[config.mk]
export PLATFORM = sky130hd
export DESIGN_NAME = dns_question_section_parser
export DESIGN_NICKNAME = d
export VERILOG_FILES = /design/src/rtl/dqsp_pkg.sv /design/src/rtl/dns_question_section_parser.sv /design/src/rtl/dqsp_front.sv /design/src/rtl/dqsp_queue.sv /design/src/rtl/dqsp_back.sv
export SDC_FILE = /design/constraint.sdc
export NUM_CORES = 1
export LEC_CHECK = 0
export ABC_AREA = 0
export BUFFER_PORTS_ARGS = -buffer_cell sky130_fd_sc_hd__buf_2
export CAP_MARGIN = 5
export CORE_MARGIN = 4
export CORE_UTILIZATION = 59
export DETAILED_ROUTE_END_ITERATION = 16
export PLACE_DENSITY = 0.89
export SYNTH_ARGS = -nofsm -noshare
export SYNTH_HDL_FRONTEND = slang
export SYNTH_SLANG_ARGS = --single-unit
[constraint.sdc]
create_clock -name clk -period 13.7 [get_ports clk]
set_input_delay 0.685 -clock clk [delete_from_list [all_inputs] [get_ports clk]]
set_output_delay 0.685 -clock clk [all_outputs]
set_load 0.03 [all_outputs]
[src/rtl/dqsp_pkg.sv]
// ============================================================================
// dqsp_pkg
// Shared types and constants for the DNS question section parser.
// ============================================================================
package dqsp_pkg;

    localparam int unsigned HDR_WORDS  = 6;
    localparam int unsigned QUEUE_DEPTH = 4;
    localparam int unsigned QUEUE_AW    = $clog2(QUEUE_DEPTH);

    localparam logic [3:0] HDR_BYTES = 4'd12;
    localparam logic [3:0] TC_BYTES  = 4'd4;
    localparam logic [7:0] DOT_CHAR  = 8'h2E;

    // Index of the question count in the header words.
    localparam logic [2:0] QDCOUNT_IDX = 3'd2;

    localparam logic [1:0] EV_HEADER   = 2'd0;
    localparam logic [1:0] EV_CHAR     = 2'd1;
    localparam logic [1:0] EV_QUESTION = 2'd2;
    localparam logic [1:0] EV_TRUNC    = 2'd3;

    typedef enum logic [3:0] {
        PH_HEADER    = 4'b0001,
        PH_NAME      = 4'b0010,
        PH_TYPECLASS = 4'b0100,
        PH_DONE      = 4'b1000
    } phase_t;

    // One classified payload byte, as passed from the front to the back.
    typedef struct packed {
        logic [7:0] data;
        logic       last;
        logic       is_zero;
    } token_t;

endpackage

[src/rtl/dns_question_section_parser.sv]
// ============================================================================
// dns_question_section_parser
// Streams a DNS message byte by byte and reports header, name and questions.
// ============================================================================
// The block takes one payload byte per cycle unless output back-pressure
// has filled the queue, and gives at most one event per byte: the header, a
// name character, a completed question or a truncation. An input register
// and a four-entry token queue sit ahead of the parser, which updates its
// state once per byte and writes each event into an output register, which
// follows the input register and the queue. The queue absorbs short output
// stalls, so input and output can each pause on their own.
module dns_question_section_parser (
    input  logic        clk,
    input  logic        rst_n,
    input  logic [7:0]  payload_byte,
    input  logic        last_byte,
    input  logic        in_valid,
    output logic        in_ready,
    output logic [1:0]  event_res,
    output logic [15:0] message_id,
    output logic [15:0] header_flags,
    output logic [15:0] question_count,
    output logic [15:0] answer_count,
    output logic [15:0] authority_count,
    output logic [15:0] additional_count,
    output logic [7:0]  name_char,
    output logic [15:0] query_type,
    output logic [15:0] query_class,
    output logic [15:0] question_index,
    output logic        final_res,
    output logic        out_valid,
    input  logic        out_ready
);
    import dqsp_pkg::*;

    logic   f_valid;
    logic   f_ready;
    token_t f_tok;
    logic   q_valid;
    logic   q_ready;
    token_t q_tok;

    dqsp_front u_front (
        .clk          (clk),
        .rst_n        (rst_n),
        .payload_byte (payload_byte),
        .last_byte    (last_byte),
        .in_valid     (in_valid),
        .in_ready     (in_ready),
        .tok_valid    (f_valid),
        .tok_ready    (f_ready),
        .tok          (f_tok)
    );

    dqsp_queue u_queue (
        .clk      (clk),
        .rst_n    (rst_n),
        .wr_valid (f_valid),
        .wr_ready (f_ready),
        .wr_tok   (f_tok),
        .rd_valid (q_valid),
        .rd_ready (q_ready),
        .rd_tok   (q_tok)
    );

    dqsp_back u_back (
        .clk              (clk),
        .rst_n            (rst_n),
        .tok_valid        (q_valid),
        .tok_ready        (q_ready),
        .tok              (q_tok),
        .out_valid        (out_valid),
        .out_ready        (out_ready),
        .event_res        (event_res),
        .message_id       (message_id),
        .header_flags     (header_flags),
        .question_count   (question_count),
        .answer_count     (answer_count),
        .authority_count  (authority_count),
        .additional_count (additional_count),
        .name_char        (name_char),
        .query_type       (query_type),
        .query_class      (query_class),
        .question_index   (question_index),
        .final_res        (final_res)
    );

endmodule

[src/rtl/dqsp_front.sv]
// ============================================================================
// dqsp_front
// Input stage: accepts payload bytes and tags each with its classification.
// ============================================================================
module dqsp_front (
    input  logic            clk,
    input  logic            rst_n,
    input  logic [7:0]      payload_byte,
    input  logic            last_byte,
    input  logic            in_valid,
    output logic            in_ready,
    output logic            tok_valid,
    input  logic            tok_ready,
    output dqsp_pkg::token_t tok
);
    import dqsp_pkg::*;

    logic   fv_reg;
    logic   fv_next;
    token_t tok_reg;
    logic   accept;
    logic   push;

    assign push     = fv_reg && tok_ready;
    assign in_ready = !fv_reg || tok_ready;
    assign accept   = in_valid && in_ready;

    always_comb
    begin
        fv_next = fv_reg;
        if (accept)
        begin
            fv_next = 1'b1;
        end
        else if (push)
        begin
            fv_next = 1'b0;
        end
    end

    always_ff @(posedge clk or negedge rst_n)
    begin
        if (!rst_n)
        begin
            fv_reg <= 1'b0;
        end
        else
        begin
            fv_reg <= fv_next;
        end
    end

    always_ff @(posedge clk)
    begin
        if (accept)
        begin
            tok_reg.data    <= payload_byte;
            tok_reg.last    <= last_byte;
            tok_reg.is_zero <= (payload_byte == 8'd0);
        end
    end

    assign tok_valid = fv_reg;
    assign tok       = tok_reg;

endmodule

[src/rtl/dqsp_queue.sv]
// ============================================================================
// dqsp_queue
// Short token queue that decouples the input stage from the parser.
// ============================================================================
module dqsp_queue (
    input  logic             clk,
    input  logic             rst_n,
    input  logic             wr_valid,
    output logic             wr_ready,
    input  dqsp_pkg::token_t wr_tok,
    output logic             rd_valid,
    input  logic             rd_ready,
    output dqsp_pkg::token_t rd_tok
);
    import dqsp_pkg::*;

    token_t                fifo_reg [QUEUE_DEPTH];
    logic [QUEUE_AW-1:0]   wr_ptr_reg;
    logic [QUEUE_AW-1:0]   rd_ptr_reg;
    logic [QUEUE_AW:0]     count_reg;
    logic [QUEUE_AW:0]     count_next;
    logic                  push;
    logic                  pop;

    assign wr_ready = (count_reg != QUEUE_DEPTH[QUEUE_AW:0]);
    assign rd_valid = (count_reg != '0);
    assign rd_tok   = fifo_reg[rd_ptr_reg];
    assign push     = wr_valid && wr_ready;
    assign pop      = rd_valid && rd_ready;

    always_comb
    begin
        count_next = count_reg;
        if (push && !pop)
        begin
            count_next = count_reg + 1'b1;
        end
        else if (pop && !push)
        begin
            count_next = count_reg - 1'b1;
        end
    end

    always_ff @(posedge clk or negedge rst_n)
    begin
        if (!rst_n)
        begin
            wr_ptr_reg <= '0;
            rd_ptr_reg <= '0;
            count_reg  <= '0;
        end
        else
        begin
            if (push)
            begin
                wr_ptr_reg <= wr_ptr_reg + 1'b1;
            end
            if (pop)
            begin
                rd_ptr_reg <= rd_ptr_reg + 1'b1;
            end
            count_reg <= count_next;
        end
    end

    always_ff @(posedge clk)
    begin
        if (push)
        begin
            fifo_reg[wr_ptr_reg] <= wr_tok;
        end
    end

endmodule

[src/rtl/dqsp_back.sv]
// ============================================================================
// dqsp_back
// Parser engine: tracks the message position and registers at most one event per byte.
// ============================================================================
module dqsp_back (
    input  logic             clk,
    input  logic             rst_n,
    input  logic             tok_valid,
    output logic             tok_ready,
    input  dqsp_pkg::token_t tok,
    output logic             out_valid,
    input  logic             out_ready,
    output logic [1:0]       event_res,
    output logic [15:0]      message_id,
    output logic [15:0]      header_flags,
    output logic [15:0]      question_count,
    output logic [15:0]      answer_count,
    output logic [15:0]      authority_count,
    output logic [15:0]      additional_count,
    output logic [7:0]       name_char,
    output logic [15:0]      query_type,
    output logic [15:0]      query_class,
    output logic [15:0]      question_index,
    output logic             final_res
);
    import dqsp_pkg::*;

    // Parser state
    phase_t      phase_reg, phase_next;
    logic [3:0]  cnt_reg, cnt_next;
    logic [15:0] hdr_reg [HDR_WORDS];
    logic [15:0] hdr_next [HDR_WORDS];
    logic [15:0] hdr_upd [HDR_WORDS];
    logic [7:0]  lbl_reg, lbl_next;
    logic        first_reg, first_next;
    logic [15:0] qdone_reg, qdone_next;
    logic [23:0] tcs_reg, tcs_next;

    // Output stage
    logic        ov_reg, ov_next;
    logic [1:0]  o_ev_reg;
    logic [15:0] o_hdr_reg [HDR_WORDS];
    logic [7:0]  o_ch_reg;
    logic [31:0] o_tc_reg;
    logic [15:0] o_qidx_reg;
    logic        o_fin_reg;

    logic        take;
    logic        have;
    logic        complete;
    logic        res_valid;
    logic        res_final;
    logic [1:0]  ev;
    logic [7:0]  ch;
    logic [31:0] tc;
    logic [15:0] qidx;
    logic [3:0]  k;
    logic [3:0]  k1;
    logic [3:0]  cnt_inc;
    logic [31:0] tc_full;

    assign take      = tok_valid && (!ov_reg || out_ready);
    assign tok_ready = !ov_reg || out_ready;

    always_comb
    begin
        phase_next = phase_reg;
        cnt_next   = cnt_reg;
        hdr_upd    = hdr_reg;
        lbl_next   = lbl_reg;
        first_next = first_reg;
        qdone_next = qdone_reg;
        tcs_next   = tcs_reg;
        have       = 1'b0;
        complete   = 1'b0;
        ev         = EV_HEADER;
        ch         = 8'd0;
        tc         = 32'd0;
        qidx       = qdone_reg;
        res_valid  = 1'b0;
        res_final  = 1'b0;
        k          = (cnt_reg >= HDR_BYTES) ? (HDR_BYTES - 4'd1) : cnt_reg;
        k1         = k + 4'd1;
        cnt_inc    = cnt_reg + 4'd1;
        tc_full    = {tcs_reg, tok.data};

        if (take)
        begin
            unique case (phase_reg)
                PH_HEADER:
                begin
                    // Bytes shift into the current word, most significant first.
                    hdr_upd[k[3:1]] = {hdr_reg[k[3:1]][7:0], tok.data};
                    cnt_next = k1;
                    if (k1 == HDR_BYTES)
                    begin
                        have     = 1'b1;
                        ev       = EV_HEADER;
                        qidx     = 16'd0;
                        cnt_next = 4'd0;
                        if (hdr_upd[QDCOUNT_IDX] == 16'd0)
                        begin
                            complete   = 1'b1;
                            phase_next = PH_DONE;
                        end
                        else
                        begin
                            phase_next = PH_NAME;
                            first_next = 1'b1;
                            lbl_next   = 8'd0;
                        end
                    end
                end
                PH_NAME:
                begin
                    if (tok.is_zero)
                    begin
                        phase_next = PH_TYPECLASS;
                        cnt_next   = 4'd0;
                        tcs_next   = 24'd0;
                        lbl_next   = 8'd0;
                    end
                    else if (lbl_reg == 8'd0)
                    begin
                        // A length byte; only labels after the first get a dot.
                        if (!first_reg)
                        begin
                            have = 1'b1;
                            ev   = EV_CHAR;
                            ch   = DOT_CHAR;
                        end
                        first_next = 1'b0;
                        lbl_next   = tok.data;
                    end
                    else
                    begin
                        have     = 1'b1;
                        ev       = EV_CHAR;
                        ch       = tok.data;
                        lbl_next = lbl_reg - 8'd1;
                    end
                end
                PH_TYPECLASS:
                begin
                    tcs_next = tc_full[23:0];
                    cnt_next = cnt_inc;
                    if (cnt_inc >= TC_BYTES)
                    begin
                        have       = 1'b1;
                        ev         = EV_QUESTION;
                        tc         = tc_full;
                        cnt_next   = 4'd0;
                        qdone_next = qdone_reg + 16'd1;
                        if (qdone_next == hdr_reg[QDCOUNT_IDX])
                        begin
                            complete   = 1'b1;
                            phase_next = PH_DONE;
                        end
                        else
                        begin
                            phase_next = PH_NAME;
                            first_next = 1'b1;
                            lbl_next   = 8'd0;
                        end
                    end
                end
                PH_DONE:
                begin
                end
                default:
                begin
                end
            endcase

            if (tok.last)
            begin
                // A message that ends before its last question is truncated.
                res_valid = complete || (phase_reg != PH_DONE);
                res_final = 1'b1;
                if (!complete)
                begin
                    ev   = EV_TRUNC;
                    ch   = 8'd0;
                    tc   = 32'd0;
                    qidx = qdone_next;
                end
            end
            else
            begin
                res_valid = have;
                res_final = complete;
            end
        end

        hdr_next = hdr_upd;
        if (take && tok.last)
        begin
            phase_next = PH_HEADER;
            cnt_next   = 4'd0;
            for (int i = 0; i < HDR_WORDS; i++)
            begin
                hdr_next[i] = 16'd0;
            end
            lbl_next   = 8'd0;
            first_next = 1'b1;
            qdone_next = 16'd0;
            tcs_next   = 24'd0;
        end
    end

    always_comb
    begin
        ov_next = ov_reg;
        if (take)
        begin
            ov_next = res_valid;
        end
        else if (out_ready)
        begin
            ov_next = 1'b0;
        end
    end

    always_ff @(posedge clk or negedge rst_n)
    begin
        if (!rst_n)
        begin
            phase_reg <= PH_HEADER;
            cnt_reg   <= 4'd0;
            for (int i = 0; i < HDR_WORDS; i++)
            begin
                hdr_reg[i] <= 16'd0;
            end
            lbl_reg   <= 8'd0;
            first_reg <= 1'b1;
            qdone_reg <= 16'd0;
            tcs_reg   <= 24'd0;
            ov_reg    <= 1'b0;
        end
        else
        begin
            phase_reg <= phase_next;
            cnt_reg   <= cnt_next;
            hdr_reg   <= hdr_next;
            lbl_reg   <= lbl_next;
            first_reg <= first_next;
            qdone_reg <= qdone_next;
            tcs_reg   <= tcs_next;
            ov_reg    <= ov_next;
        end
    end

    always_ff @(posedge clk)
    begin
        if (take && res_valid)
        begin
            o_ev_reg   <= ev;
            o_hdr_reg  <= hdr_upd;
            o_ch_reg   <= ch;
            o_tc_reg   <= tc;
            o_qidx_reg <= qidx;
            o_fin_reg  <= res_final;
        end
    end

    assign out_valid        = ov_reg;
    assign event_res        = o_ev_reg;
    assign message_id       = o_hdr_reg[0];
    assign header_flags     = o_hdr_reg[1];
    assign question_count   = o_hdr_reg[2];
    assign answer_count     = o_hdr_reg[3];
    assign authority_count  = o_hdr_reg[4];
    assign additional_count = o_hdr_reg[5];
    assign name_char        = o_ch_reg;
    assign query_type       = o_tc_reg[31:16];
    assign query_class      = o_tc_reg[15:0];
    assign question_index   = o_qidx_reg;
    assign final_res        = o_fin_reg;

endmodule
Word level (Yosys, flattened, before mapping)
Memory sizes are Yosys's and may differ from the RTL's.
Index checks and enable logic that the tools add are counted.
{"block": "op_classes", "n_mul": 0, "n_eq_ne": 14, "n_shift": 0, "n_bitwise": 1, "n_reduce_logical": 30, "n_addsub": 8, "n_div": 0, "magnitude_cmp": 4, "muxes": 95}
{"op": "two-way mux 96 bit", "count": 3}
{"op": "two-way mux 16 bit", "count": 10}
{"op": "two-way mux 32 bit", "count": 4}
{"op": "two-way mux 8 bit", "count": 15}
{"op": "bitwise mux 96 bit", "count": 1}
{"op": "two-way mux 24 bit", "count": 3}
{"op": "two-way mux 4 bit", "count": 13}
{"op": "binary-select mux 16 bit (select 3 bit)", "count": 1}
{"op": "demux 16 bit (select 3 bit)", "count": 1}
{"op": "one-hot mux 24 bit (2 select lines)", "count": 1}
{"op": "two-way mux 1 bit", "count": 29}
{"op": "one-hot mux 4 bit (3 select lines)", "count": 2}
{"op": "one-hot mux 8 bit (3 select lines)", "count": 1}
{"op": "adder 16 x 1 -> 16 bit (second input constant)", "count": 1}
{"op": "equality test 16 bit", "count": 1}
{"op": "logical NOT 16 bit", "count": 1}
{"op": "logical NOT 8 bit", "count": 2}
{"op": "inequality test 3 x 1 -> 1 bit (second input constant)", "count": 3}
{"op": "inequality test 3 bit (second input constant)", "count": 3}
{"op": "adder 4 x 1 -> 4 bit (second input constant)", "count": 2}
{"op": "greater-or-equal comparator 4 bit (second input constant)", "count": 2}
{"op": "logical AND 1 bit", "count": 8}
{"op": "two-way mux 2 bit", "count": 4}
{"op": "AND reduction 8 bit", "count": 1}
{"op": "26 further kinds", "count": 40}
{"block": "totals", "output_inout_bits": 157, "latch_bits": 0, "in_bits": 13, "mem_bits_rw": 40, "regBits": 327, "word_cells": 184, "romBits": 0, "n_memories": 1}
{"name": "u_queue.fifo_reg", "words": 4, "width": 10, "read_ports": 1, "rd_ports_with_merged_regs": 0, "write_ports": 1, "line_no": "dqsp_queue.sv:17", "rtl": "token_t fifo_reg [QUEUE_DEPTH];"}

Depth between registers and ports, before layout
Gate-level depths: netlist (run 1).
{"block": "depth", "ltp_word": 17, "ltp_mapped": 13, "depth_no_buf": 9}

Cells and area by module
From an unflattened synthesis (run 1), not the netlist that was laid out.
{"block": "hier_totals", "hier_cells": 1178, "hier_area_um2": 16016.6}
{"module": "dqsp_back", "cells_each": 1074, "area_per_inst_um2": 13775.7, "seq_area_each_um2": 8510.7, "n_inst": 1}
{"module": "dqsp_queue", "cells_each": 87, "area_per_inst_um2": 1878.1, "seq_area_each_um2": 1376.3, "n_inst": 1}
{"module": "dqsp_front", "cells_each": 17, "area_per_inst_um2": 362.8, "seq_area_each_um2": 325.3, "n_inst": 1}

Least setup slack after synthesis (run 1)
Ideal clock, no wire load.
{"block": "synth_timing", "path_type": "register to register", "start": "register u_back.cnt_reg[2]", "end": "register u_back.o_hdr_reg (netlist bit u_back.additional_count[0]) (enable)", "setup_slack_ns": 2.608, "stages_incl_launch_ff": 13, "n_path_buf": 4, "setup_ns": 0.735, "period_less_slack_ns": 11.092, "required_time_ns": 12.965, "arrival_ns": 10.358, "path_cell_list": "dfrtp_1 > clkbuf_1 > clkbuf_1 > nand2_1 > nand2b_1 > ha_1 > nand3_1 > nor4_2 > nand2b_1 > clkbuf_1 > nor2_2 > buf_2 > a22oi_1"}
{"block": "synth_between", "elab_chain_cells": 17, "word_cells_on_any_way": 29, "cone_classes": "2 x add/sub; 4 x order compare; 1 x eq/ne; 17 x mux; 1 x bitwise; 4 x reduce/logical"}
{"item": "start: declaration", "line_no": "dqsp_back.sv:30", "rtl": "logic [3:0] cnt_reg, cnt_next;"}
{"item": "start signal: assignment", "line_no": "dqsp_back.sv:243", "rtl": "cnt_reg <= cnt_next;"}
{"item": "greater-or-equal comparator 4 bit", "line_no": "dqsp_back.sv:82", "rtl": "k = (cnt_reg >= HDR_BYTES) ? (HDR_BYTES - 4'd1) : cnt_reg;"}
{"item": "two-way mux 4 bit", "line_no": "dqsp_back.sv:82"}
{"item": "NOT 3 -> 4 bit (implied by the code)", "line_no": "dqsp_back.sv:93", "rtl": "hdr_upd[k[3:1]] = {hdr_reg[k[3:1]][7:0], tok.data};"}
{"item": "greater-or-equal comparator 4 bit (implied by the code) or < comparator 4 x 1 -> 1 bit (tied branches)", "line_no": "dqsp_back.sv:93"}
{"item": "logical AND 1 bit (implied by the code)", "line_no": "dqsp_back.sv:93"}
{"item": "two-way mux 16 bit (implied by the code)", "line_no": "dqsp_back.sv:93"}
{"item": "demux 16 bit (select 3 bit)", "line_no": "dqsp_back.sv:93"}
{"item": "bitwise mux 96 bit", "line_no": "dqsp_back.sv:93"}
{"item": "logical NOT 16 bit", "line_no": "dqsp_back.sv:101", "rtl": "if (hdr_upd[QDCOUNT_IDX] == 16'd0)"}
{"item": "two-way mux 1 bit", "line_no": "dqsp_back.sv:101"}
{"item": "two-way mux 1 bit", "line_no": "dqsp_back.sv:95", "rtl": "if (k1 == HDR_BYTES)"}
{"item": "one-hot mux 1 bit (2 select lines)", "line_no": "dqsp_back.sv:89", "rtl": "unique case (phase_reg)"}
{"item": "two-way mux 1 bit", "line_no": "dqsp_back.sv:87", "rtl": "if (take)"}
{"item": "logical OR 1 bit", "line_no": "dqsp_back.sv:178", "rtl": "res_valid = complete || (phase_reg != PH_DONE);"}
{"item": "two-way mux 1 bit (*)", "line_no": "dqsp_back.sv:175", "rtl": "if (tok.last)"}
{"item": "two-way mux 1 bit (*)", "line_no": "dqsp_back.sv:87"}
{"item": "logical AND 1 bit (*)", "line_no": "dqsp_back.sv:255", "rtl": "if (take && res_valid)"}
{"item": "end signal: assignment", "line_no": "dqsp_back.sv:258", "rtl": "o_hdr_reg <= hdr_upd;"}
{"item": "end: declaration", "line_no": "dqsp_back.sv:42", "rtl": "logic [15:0] o_hdr_reg [HDR_WORDS];"}
Every way passes the cells marked *; elsewhere a longest branch is shown, timed or not. The select of a mux whose other input is x is not followed.
A chain may end at the register's enable or synchronous reset.

Worst setup path in the final report (run 1)
{"block": "layout_timing", "start": "register u_queue.rd_ptr_reg[0]", "end": "register u_back.o_hdr_reg (netlist bit u_back.question_count[9]) (enable)"}
{"block": "layout_between", "elab_chain_cells": 11, "word_cells_on_any_way": 13, "cone_classes": "9 x mux; 3 x reduce/logical; 1 x memory"}
{"item": "start: declaration", "line_no": "dqsp_queue.sv:19", "rtl": "logic [QUEUE_AW-1:0] rd_ptr_reg;"}
{"item": "start signal: assignment", "line_no": "dqsp_queue.sv:60", "rtl": "rd_ptr_reg <= rd_ptr_reg + 1'b1;"}
{"item": "memory (4 x 10 bit) (*)"}
{"item": "bitwise mux 96 bit", "line_no": "dqsp_back.sv:93"}
{"item": "logical NOT 16 bit", "line_no": "dqsp_back.sv:101"}
{"item": "two-way mux 1 bit", "line_no": "dqsp_back.sv:101"}
{"item": "two-way mux 1 bit", "line_no": "dqsp_back.sv:95"}
{"item": "one-hot mux 1 bit (2 select lines)", "line_no": "dqsp_back.sv:89"}
{"item": "two-way mux 1 bit", "line_no": "dqsp_back.sv:87"}
{"item": "logical OR 1 bit", "line_no": "dqsp_back.sv:178"}
{"item": "two-way mux 1 bit (*)", "line_no": "dqsp_back.sv:175"}
{"item": "two-way mux 1 bit (*)", "line_no": "dqsp_back.sv:87"}
{"item": "logical AND 1 bit (*)", "line_no": "dqsp_back.sv:255"}
Marks and branches as above.

==> metrics.md, run 1 <==
| Metric | Value |
|---|---|
| Initial Utilization | 60.0% |
| Main synth FF type | edfxtp_1 |
| Fin. Hold Viols | 0 |
| Distinct cells, synth | 75 |
| Final setup viols | 0 |
| Measured slew at the worst slew-check pin | 1.12 ns |
| Top-count cell post-synth | edfxtp_1 |
| Dpl hpwl | 26,500 um |
| Port Buffers | 169 |
| Clk_lat worst skew | 0.52 ns |
| CP Capture Type | register |
| Die ar. | 30,200 um2 |
| Routed WL per cell | 23.4 um |
| CTS Buffer Depth | 3 |
| Hold buffer count at CTS | 0 |
| Row count | 60 |
| WP data arrival | 4.93 ns |
| N_diodes | 0 |
| Root Buffer | clkbuf_16 |
| Max reg flops | 96 |
| Number of flops mapped to enable cells by yosys | 205 |
| Post-Place Setup Slack | 9.01 ns |
| Clk_skew | 0.0145 ns |
| Mapped cell area | 16,200 um2 |
| Largest net degree at the start of global routing | 108 |
| Number of nets still failing antenna checks after routing | 0 |
| Placed Area | 17,300 um2 |
| Top cells by area, synth | edfxtp_1 38%, dfrtp_1 25%, mux2_2 6.8% |
| Crit Reg-Reg Startpoint | u_queue.rd_ptr_reg[0]$_DFFE_PN0P_ |
| R2R Path End | u_back.question_count[9]$_DFFE_PP_ |
| First-pass GRT wire length | 64,100 um |
| VDD IR-drop max | 196 uV |
| Global route overflow | 0 |
| Min-delay worst type | in -> async |
| List of most frequent post-synthesis cells | 205 x edfxtp_1, 160 x dfrtp_1, 113 x and2_1 |
| DR vias | 11,200 |
| Layout cells sized above 1 | 27.3% |
| Syn-to-layout area delta | 13.9% |
| Max-Cap Viols | 0 |
| Adder-cell share of the synthesized area | 0.895% |
| Sequential area share after synthesis | 62.9% |
| Status | completed |
| Synthesized Nets | 1,274 |
| WP data required | 13.83 ns |
| Initial antenna violation count | 0 |
| # H-tree levels | 2 |
| Final min period | 4.80 ns |
| Synth Area per Inst | 13.0 um2 |
| RSZ-0062 raised after global routing | false |
| Num CTS Buffers | 37 |
| Synth warnings | 0 |
| Fill count | 1,834 |
| DR iter-0 viols | 1,502 |
| Critical Path Source Type | register |
| Post-synthesis cell count | 1,250 |
| Compound-cell area share of the yosys netlist | 7.63% |
| Final TNS setup | 0 ns |
| Setup Fix Bufs, Post-CTS | 0 |
| Vias per cell | 6.38 |
| GPL Wtd Cong | 0.943 |
| PwrDens | 249 nW/um2 |
| Period utilization | 35.0% |
| DIE HEIGHT | 174 um |
| Largest family of logic cells by synthesized area | simple AND/OR/NAND/NOR gates |
| Crit Path Class | reg -> reg |
| Hold WS | 0.190 ns |
| Max Freq | 208 MHz |
| Yosys top cell by area | edfxtp_1 |
| Fraction of synthesized area in multiplexers | 10.4% |
| Synth Area in Simple Gates | 13.8% |
| Overall routing resource usage | 26.9% |
| Routed wire length | 41,100 um |
| Async set-reset flop share out of synthesis | 44.1% |
| Critical Path Sink | u_back.question_count[9]$_DFFE_PP_ |
| Number of synthesized register bits | 367 |
| Critical path fanouts, max | 76 |
| Leakage | 7.63 nW |
| Post-route setup slack | 8.90 ns |
| Num ports | 170 |
| Max Slew Vio Count | 0 |
| DRC viols | 0 |
| XOR/XNOR Fraction of Synth Area | 1.24% |
| Pre-Repair DR Iteration Count | 6 |
| Worst Setup SP | u_queue.rd_ptr_reg[0]$_DFFE_PN0P_ |
| Worst-path clk slew | 0.06 ns |
| Core footprint | 27,000 um2 |
| Vias in the first global route | 11,006 |
| Setup slack, reg-to-reg | 8.90 ns |
| Synth top area share | 37.9% |
| Die span in x | 174 um |
| CTS tree | built |
| Worst slew margin | 25.5% |
| CTS resizes | 0 |
| Reg2reg path depth | 8 |
| Final net count | 1,411 |
| Design Area, Final | 18,500 um2 |
| CTS sink cnt | 367 |
-- power breakdown --
group | internal [mW] | switching, mW
sequential | 1.59 | 0.195
clock | 0.565 | 0.411
combinational | 0.476 | 1.37
total | 2.63 | 1.97
-- worst min-delay path by stage --
stage	slack, ns	cells after the start	endpoint	start
floorplan	0.39	0	u_back.cnt_reg[0]$_DFFE_PN0P_	rst_n
global placement	0.47	0	u_queue.fifo_reg[2][7]$_DFFE_PP_	u_front.tok[7]$_DFFE_PP_
detailed placement	0.49	0	u_queue.fifo_reg[3][8]$_DFFE_PP_	u_front.tok[8]$_DFFE_PP_
CTS	0.23	1	u_back.hdr_reg[28]$_DFF_PN0_	rst_n
global route	0.25	1	u_back.hdr_reg[12]$_DFF_PN0_	rst_n
finish	0.19	1	u_back.hdr_reg[28]$_DFF_PN0_	rst_n
-- kinds of logic after synthesis --
group / Yosys count
XOR/XNOR: 23
AO/OA/AOI/OAI: 192
flip-flops: 367
adder cells (fa/ha/maj): 11
buffers and inverters: 127
multiplexers: 132
AND/OR/NAND/NOR: 398
-- critical path, cell delays in order, from the launching register on --
cell and delay [ns]:
dfrtp_1 0.95, mux4_2 0.78, nor2_1 0.16, a31oi_1 0.15, nor4_2 0.73, nand2b_1 0.44
nor2_2 0.08, a22oi_2 0.23, buf_4 0.79
-- final cells by class --
| cell class | instances | area (um2) | area share (%) |
|---|---|---|---|
| Multi-Input combinational cell | 756 | 5550 | 30.0 |
| Tap cell | 341 | 427 | 2.31 |
| Sequential cell | 367 | 10200 | 55.3 |
| Clock buffer | 50 | 1020 | 5.55 |
| Timing Repair Buffer | 182 | 950 | 5.14 |
| Inverter | 43 | 161 | 0.874 |
| Clock inverter | 17 | 148 | 0.799 |
-- cells in the final DEF (no fill, tap or decap), types with 37 or more instances in the layout --
cell type and count:
mux2_2 98, nor3_1 47, nand3_1 38, clkbuf_16 37, inv_1 43, and2_1 113, nor2_1 52, dfrtp_1 160
edfxtp_1 205, o21ai_0 70, buf_2 168, nand2_1 56
-- per-stage QoR --
stage | utilization (%) | total power [mW] | std cells
3_5_place_dp | 64.0 | 3.62 | 1689
5_1_grt | 68.3 | 4.81 | 1756
6_report | 68.3 | 4.60 | 1756
4_1_cts | 68.3 | 4.60 | 1756
3_3_place_gp | 64.0 | 3.56 | 1689
2_1_floorplan | - | 3.12 | 1250
-- routing by layer --
metal / vias to the layer above / GRT usage [%] / routed length, um
met5: - / 0 / 0
met2: 600 / 42.2 / 19500
met3: 119 / 5.17 / 3480
met1: 5606 / 38.1 / 16700
li1: 4875 / - / -
met4: 0 / 9.86 / 1520
Power figures use the tool's default switching activity.
==> inputs of run 2 (changes only) <==
--- a/config.mk
+++ b/config.mk
@@ -9,9 +9,9 @@
 export BUFFER_PORTS_ARGS = -buffer_cell sky130_fd_sc_hd__buf_2
 export CAP_MARGIN = 5
 export CORE_MARGIN = 4
-export CORE_UTILIZATION = 59
+export CORE_UTILIZATION = 53
 export DETAILED_ROUTE_END_ITERATION = 16
-export PLACE_DENSITY = 0.89
+export PLACE_DENSITY = 0.85
 export SYNTH_ARGS = -nofsm -noshare
 export SYNTH_HDL_FRONTEND = slang
 export SYNTH_SLANG_ARGS = --single-unit
==> constraint.sdc (replaced) <==
create_clock -name clk -period 4.35 [get_ports clk]
set_input_delay 0.2175 -clock clk [delete_from_list [all_inputs] [get_ports clk]]
set_output_delay 0.2175 -clock clk [all_outputs]
set_load 0.03 [all_outputs]
==> metrics.md, run 2 (same netlist as run 1, synthesis figures left out) <==
| Metric | Value |
|---|---|
| Port Buffers | 169 |
| Fin. Hold Viols | 0 |
| Setup slack, reg-to-reg | 0.59 ns |
| Measured slew at the worst slew-check pin | 1.16 ns |
| CTS sink cnt | 367 |
| VDD IR-drop max | 739 uV |
| DR iter-0 viols | 967 |
| Overall routing resource usage | 23.8% |
| PwrDens | 778 nW/um2 |
| Final min period | 3.76 ns |
| Initial antenna violation count | 1 |
| Number of nets still failing antenna checks after routing | 0 |
| Period utilization | 86.5% |
| Routed WL per cell | 21.9 um |
| DR vias | 11,099 |
| WP data required | 4.51 ns |
| Clk_skew | 0.0245 ns |
| Max Slew Vio Count | 0 |
| Commonest non-fill, non-tap cells in the layout | 205 x edfxtp_1, 168 x buf_2, 160 x dfrtp_1 |
| Vias in the first global route | 11,204 |
| Final Util | 63.0% |
| WP data arrival | 3.93 ns |
| Commonest non-fill, non-tap cell in the layout | edfxtp_1 |
| RSZ-0062 raised after global routing | false |
| Pre-Repair DR Iteration Count | 5 |
| Worst slew margin | 21.9% |
| Max-Cap Viols | 0 |
| Largest net degree at the start of global routing | 96 |
| Dpl hpwl | 26,200 um |
| Initial Utilization | 54.2% |
| Root Buffer | clkbuf_16 |
| Fill count | 2,219 |
| Die span in x | 183 um |
| Layout cells sized above 1 | 28.2% |
| Final setup viols | 0 |
| Row count | 63 |
| First-pass GRT wire length | 62,900 um |
| CTS Buffer Depth | 3 |
| N_diodes | 0 |
| Reg2reg path depth | 7 |
| Worst-path clk slew | 0.07 ns |
| Min-delay worst type | in -> reg |
| Num CTS Buffers | 38 |
| Hold WS | 0.309 ns |
| CP Capture Type | register |
| DIE HEIGHT | 183 um |
| Die ar. | 33,500 um2 |
| Syn-to-layout area delta | 16.3% |
| Clk_lat worst skew | 0.53 ns |
| Num ports | 170 |
| Worst hold path depth | 3 |
| Crit Path Class | reg -> reg |
| Core footprint | 30,000 um2 |
| Leakage | 7.78 nW |
| Max reg flops | 96 |
| Vias per cell | 6.05 |
| DRC viols | 0 |
| Critical path fanouts, max | 78 |
| Routed wire length | 40,200 um |
| # H-tree levels | 2 |
| Final net count | 1,440 |
| Critical Path Source Type | register |
| CTS tree | built |
| Global route overflow | 0 |
| GPL Wtd Cong | 0.974 |
| Status | completed |
| Max Freq | 266 MHz |
-- run 2: changes by cell type in the layout (fill, tap and decap cells not counted), moves of 3 or more --
cell           previous run  this run
clkinv_2                  7         3
dlygate4sd3_1             0        11
clkinvlp_4                2         5
clkbuf_1                  8         4
clkbuf_8                  5         2
buf_4                    13        28
inv_6                     2         6
-- run 2: worst paths after layout --
check,start,end
worst min register to register,u_back.tcs_reg[0]$_DFFE_PN0P_,u_back.tcs_reg[8]$_DFFE_PN0P_
max in group asynchronous,rst_n,u_back.hdr_reg[29]$_DFF_PN0_
worst min-delay path,out_ready,u_back.out_valid$_DFFE_PN0P_
min in group asynchronous,rst_n,u_back.hdr_reg[43]$_DFF_PN0_
worst max register to register,u_back.cnt_reg[3]$_DFFE_PN0P_,u_back.question_count[1]$_DFFE_PP_
worst max-delay path,u_back.cnt_reg[3]$_DFFE_PN0P_,u_back.question_count[1]$_DFFE_PP_
-- run 2: repair_timing --
item                                   4_1_cts  5_1_grt
resized for setup                            0        0
endpoints found under the hold margin      101        0
setup buffers                                0        0
hold buffers                                11        0
-- run 2: worst max-delay path, stage by stage, from the launching register on --
cell	delay, ns
dfrtp_1	0.55
nor3b_1	0.62
a41oi_1	0.39
nor4_4	0.55
nand2b_1	0.46
nor2_4	0.08
a22oi_2	0.27
buf_12	0.38
-- run 2: power by group --
| part | internal, mW | switching (mW) | leakage [nW] |
|---|---|---|---|
| logic | 1.58 | 4.39 | 2.97 |
| registers | 5.00 | 0.503 | 4.22 |
| clock network | 1.83 | 1.37 | 0.592 |
-- run 2: cell type report --
class	count	area, um2	area share [%]
Sequential cell	367	10200	54.1
Multi-Input combinational cell	756	5560	29.4
Timing Repair Buffer	210	1210	6.43
Clock buffer	45	1020	5.40
Tap cell	390	488	2.59
Clock inverter	24	218	1.15
Inverter	43	161	0.856
-- run 2: layer usage --
metal / track usage (%) / share of wire (%)
met1: 31.9 / 40
met2: 38.7 / 48
met3: 4.90 / 8.6
met4: 8.91 / 3.7
met5: 0 / 0
-- run 2: metrics by stage --
stage	cell area, um2	cells	TNS [ns]	total power, mW	setup WS [ns]
after detailed placement	17500	1755	0	11.5	0.662
after global routing	18900	1835	0	15.4	0.309
after global placement	17500	1755	0	11.3	0.776
final	18900	1835	0	14.7	0.586
after CTS	18900	1835	0	14.7	0.625
after floorplan	16300	1250	-452.01	8.95	-2.92
==> inputs of run 3 (changes only) <==
--- a/config.mk
+++ b/config.mk
@@ -8,10 +8,12 @@
 export ABC_AREA = 0
 export BUFFER_PORTS_ARGS = -buffer_cell sky130_fd_sc_hd__buf_2
 export CAP_MARGIN = 5
+export CELL_PAD_IN_SITES_DETAIL_PLACEMENT = 0
+export CELL_PAD_IN_SITES_GLOBAL_PLACEMENT = 1
 export CORE_MARGIN = 4
-export CORE_UTILIZATION = 53
+export CORE_UTILIZATION = 44
 export DETAILED_ROUTE_END_ITERATION = 16
-export PLACE_DENSITY = 0.85
+export PLACE_DENSITY = 0.73
 export SYNTH_ARGS = -nofsm -noshare
 export SYNTH_HDL_FRONTEND = slang
 export SYNTH_SLANG_ARGS = --single-unit
==> metrics.md, run 3 (same netlist as run 1, synthesis figures left out) <==
| Metric | Value |
|---|---|
| Status | completed |
| CP max-delay cell | dfrtp_1 |
| Fill count | 3,160 |
| GPL Wtd Cong | 0.880 |
| Max-Cap Viols | 0 |
| Critical Path Source Type | register |
| Dpl hpwl | 27,400 um |
| Clk_lat worst skew | 0.55 ns |
| Max stage delay on crit path | 0.68 ns |
| Worst-path clk slew | 0.06 ns |
| Total design power | 14.8 mW |
| # H-tree levels | 2 |
| Post-route setup slack | 0.517 ns |
| Hold WS | 0.252 ns |
| Vias per cell | 5.57 |
| Max Slew Vio Count | 0 |
| Final min period | 3.83 ns |
| Period utilization | 88.1% |
| Leakage | 7.82 nW |
| Worst slew margin | 24.7% |
| CTS tree | built |
| PwrDens | 776 nW/um2 |
| Critical-path cell list | or3b_2 > o311ai_0 > a31oi_1 > nor4_4 > nand2b_1 > nor2_4 > a22oi_2 > buf_4 > buf_12 |
| Final Util | 52.1% |
| WP data required | 4.56 ns |
| Routed wire length | 41,100 um |
| Pre-Repair DR Iteration Count | 5 |
| Syn-to-layout area delta | 17.2% |
| Initial antenna violation count | 1 |
| Max reg flops | 96 |
| DR iter-0 viols | 896 |
| CTS Buffer Depth | 3 |
| Routed WL per cell | 21.4 um |
| Commonest non-fill, non-tap cell in the layout | edfxtp_1 |
| CP Capture Type | register |
| VDD IR-drop max | 389 uV |
| Buffers & Inverters on Critical Path | 2 |
| Critical path fanouts, max | 56 |
| DR vias | 10,707 |
| DRC viols | 0 |
| Vias in the first global route | 10,685 |
| Row count | 70 |
| Delay-heaviest family, CP | simple AND/OR/NAND/NOR gates |
| Post-Place Setup Slack | 0.488 ns |
| Global route overflow | 0 |
| Crit Path Class | reg -> reg |
| WP data arrival | 4.04 ns |
| First-pass GRT wire length | 63,100 um |
| Final net count | 1,447 |
| Largest net degree at the start of global routing | 95 |
| Setup Fix Bufs, Post-CTS | 0 |
| Final TNS setup | 0 ns |
| Number of nets still failing antenna checks after routing | 0 |
| RSZ-0062 raised after global routing | false |
| Final setup viols | 0 |
| Overall routing resource usage | 20.3% |
| Port Buffers | 169 |
| Die ar. | 40,000 um2 |
| Root Buffer | clkbuf_16 |
| Clk_skew | 0.0258 ns |
| Layout cells sized above 1 | 28.1% |
| Initial Utilization | 44.4% |
| Max Freq | 261 MHz |
| Core footprint | 36,500 um2 |
| Fin. Hold Viols | 0 |
| Measured slew at the worst slew-check pin | 1.12 ns |
| DIE HEIGHT | 200 um |
| Die span in x | 200 um |
| Num ports | 170 |
| Num CTS Buffers | 38 |
| Min-delay worst type | in -> reg |
| CTS sink cnt | 367 |
| Commonest non-fill, non-tap cells in the layout | 205 x edfxtp_1, 168 x buf_2, 160 x dfrtp_1 |
==> run 3: repair_timing <==
item                      CTS  global route
hold endpoints to repair  101             0
hold buffers               11             0
gates resized for setup     0             0
==> run 3: layout make-up <==
cell class	instances	area [um2]	area share, %
inverter	43	161	0.849
tap	468	586	3.08
timing repair buffer	217	1290	6.78
sequential	367	10200	53.7
antenna	1	2.50	0.0132
clock buffer	59	1100	5.79
clock inverter	11	103	0.540
multi-input combinational	756	5560	29.2
==> run 3: where the power goes <==
part           switching [mW]  internal (mW)  leakage [nW]
Combinational            4.40           1.67          3.01
Sequential              0.549           4.99          4.22
Clock                    1.33           1.82         0.584
Total                    6.28           8.48          7.82
==> run 3: layer usage <==
| metal | up-vias | part of all wire [%] | track usage (%) |
|---|---|---|---|
| met3 | 57 | 5.3 | 3.27 |
| met5 | - | 0.024 | 0 |
| met1 | 5368 | 47 | 30.5 |
| li1 | 4952 | - | - |
| met2 | 328 | 46 | 31.4 |
| met4 | 2 | 1.9 | 5.03 |
==> run 3: worst paths after layout <==
kind	endpoint	slack (ns)	start	depth (start not counted)
worst max-delay path	u_back.question_index[15]$_DFFE_PP_	0.52	u_queue.rd_ptr_reg[1]$_DFFE_PN0P_	9
worst min-delay path	u_back.out_valid$_DFFE_PN0P_	0.25	out_ready	3
worst max register to register	u_back.question_index[15]$_DFFE_PP_	0.52	u_queue.rd_ptr_reg[1]$_DFFE_PN0P_	9
worst min register to register	u_back.tcs_reg[9]$_DFFE_PN0P_	0.50	u_back.tcs_reg[1]$_DFFE_PN0P_	2
max in group asynchronous	u_back.lbl_reg[2]$_DFFE_PN0P_	2.99	rst_n	3
min in group asynchronous	u_back.tcs_reg[21]$_DFFE_PN0P_	0.39	rst_n	2
==> run 3: stage by stage <==
step                      std cells  area [um2]
after floorplan                1250       16300
after global placement         1840       17700
after detailed placement       1840       17700
after CTS                      1921       19000
after global routing           1921       19000
final                          1922       19000
==> run 3: worst min-delay path: stages <==
cell      delay, ns
buf_2          0.08
nand2b_1       0.32
a31oi_1        0.13
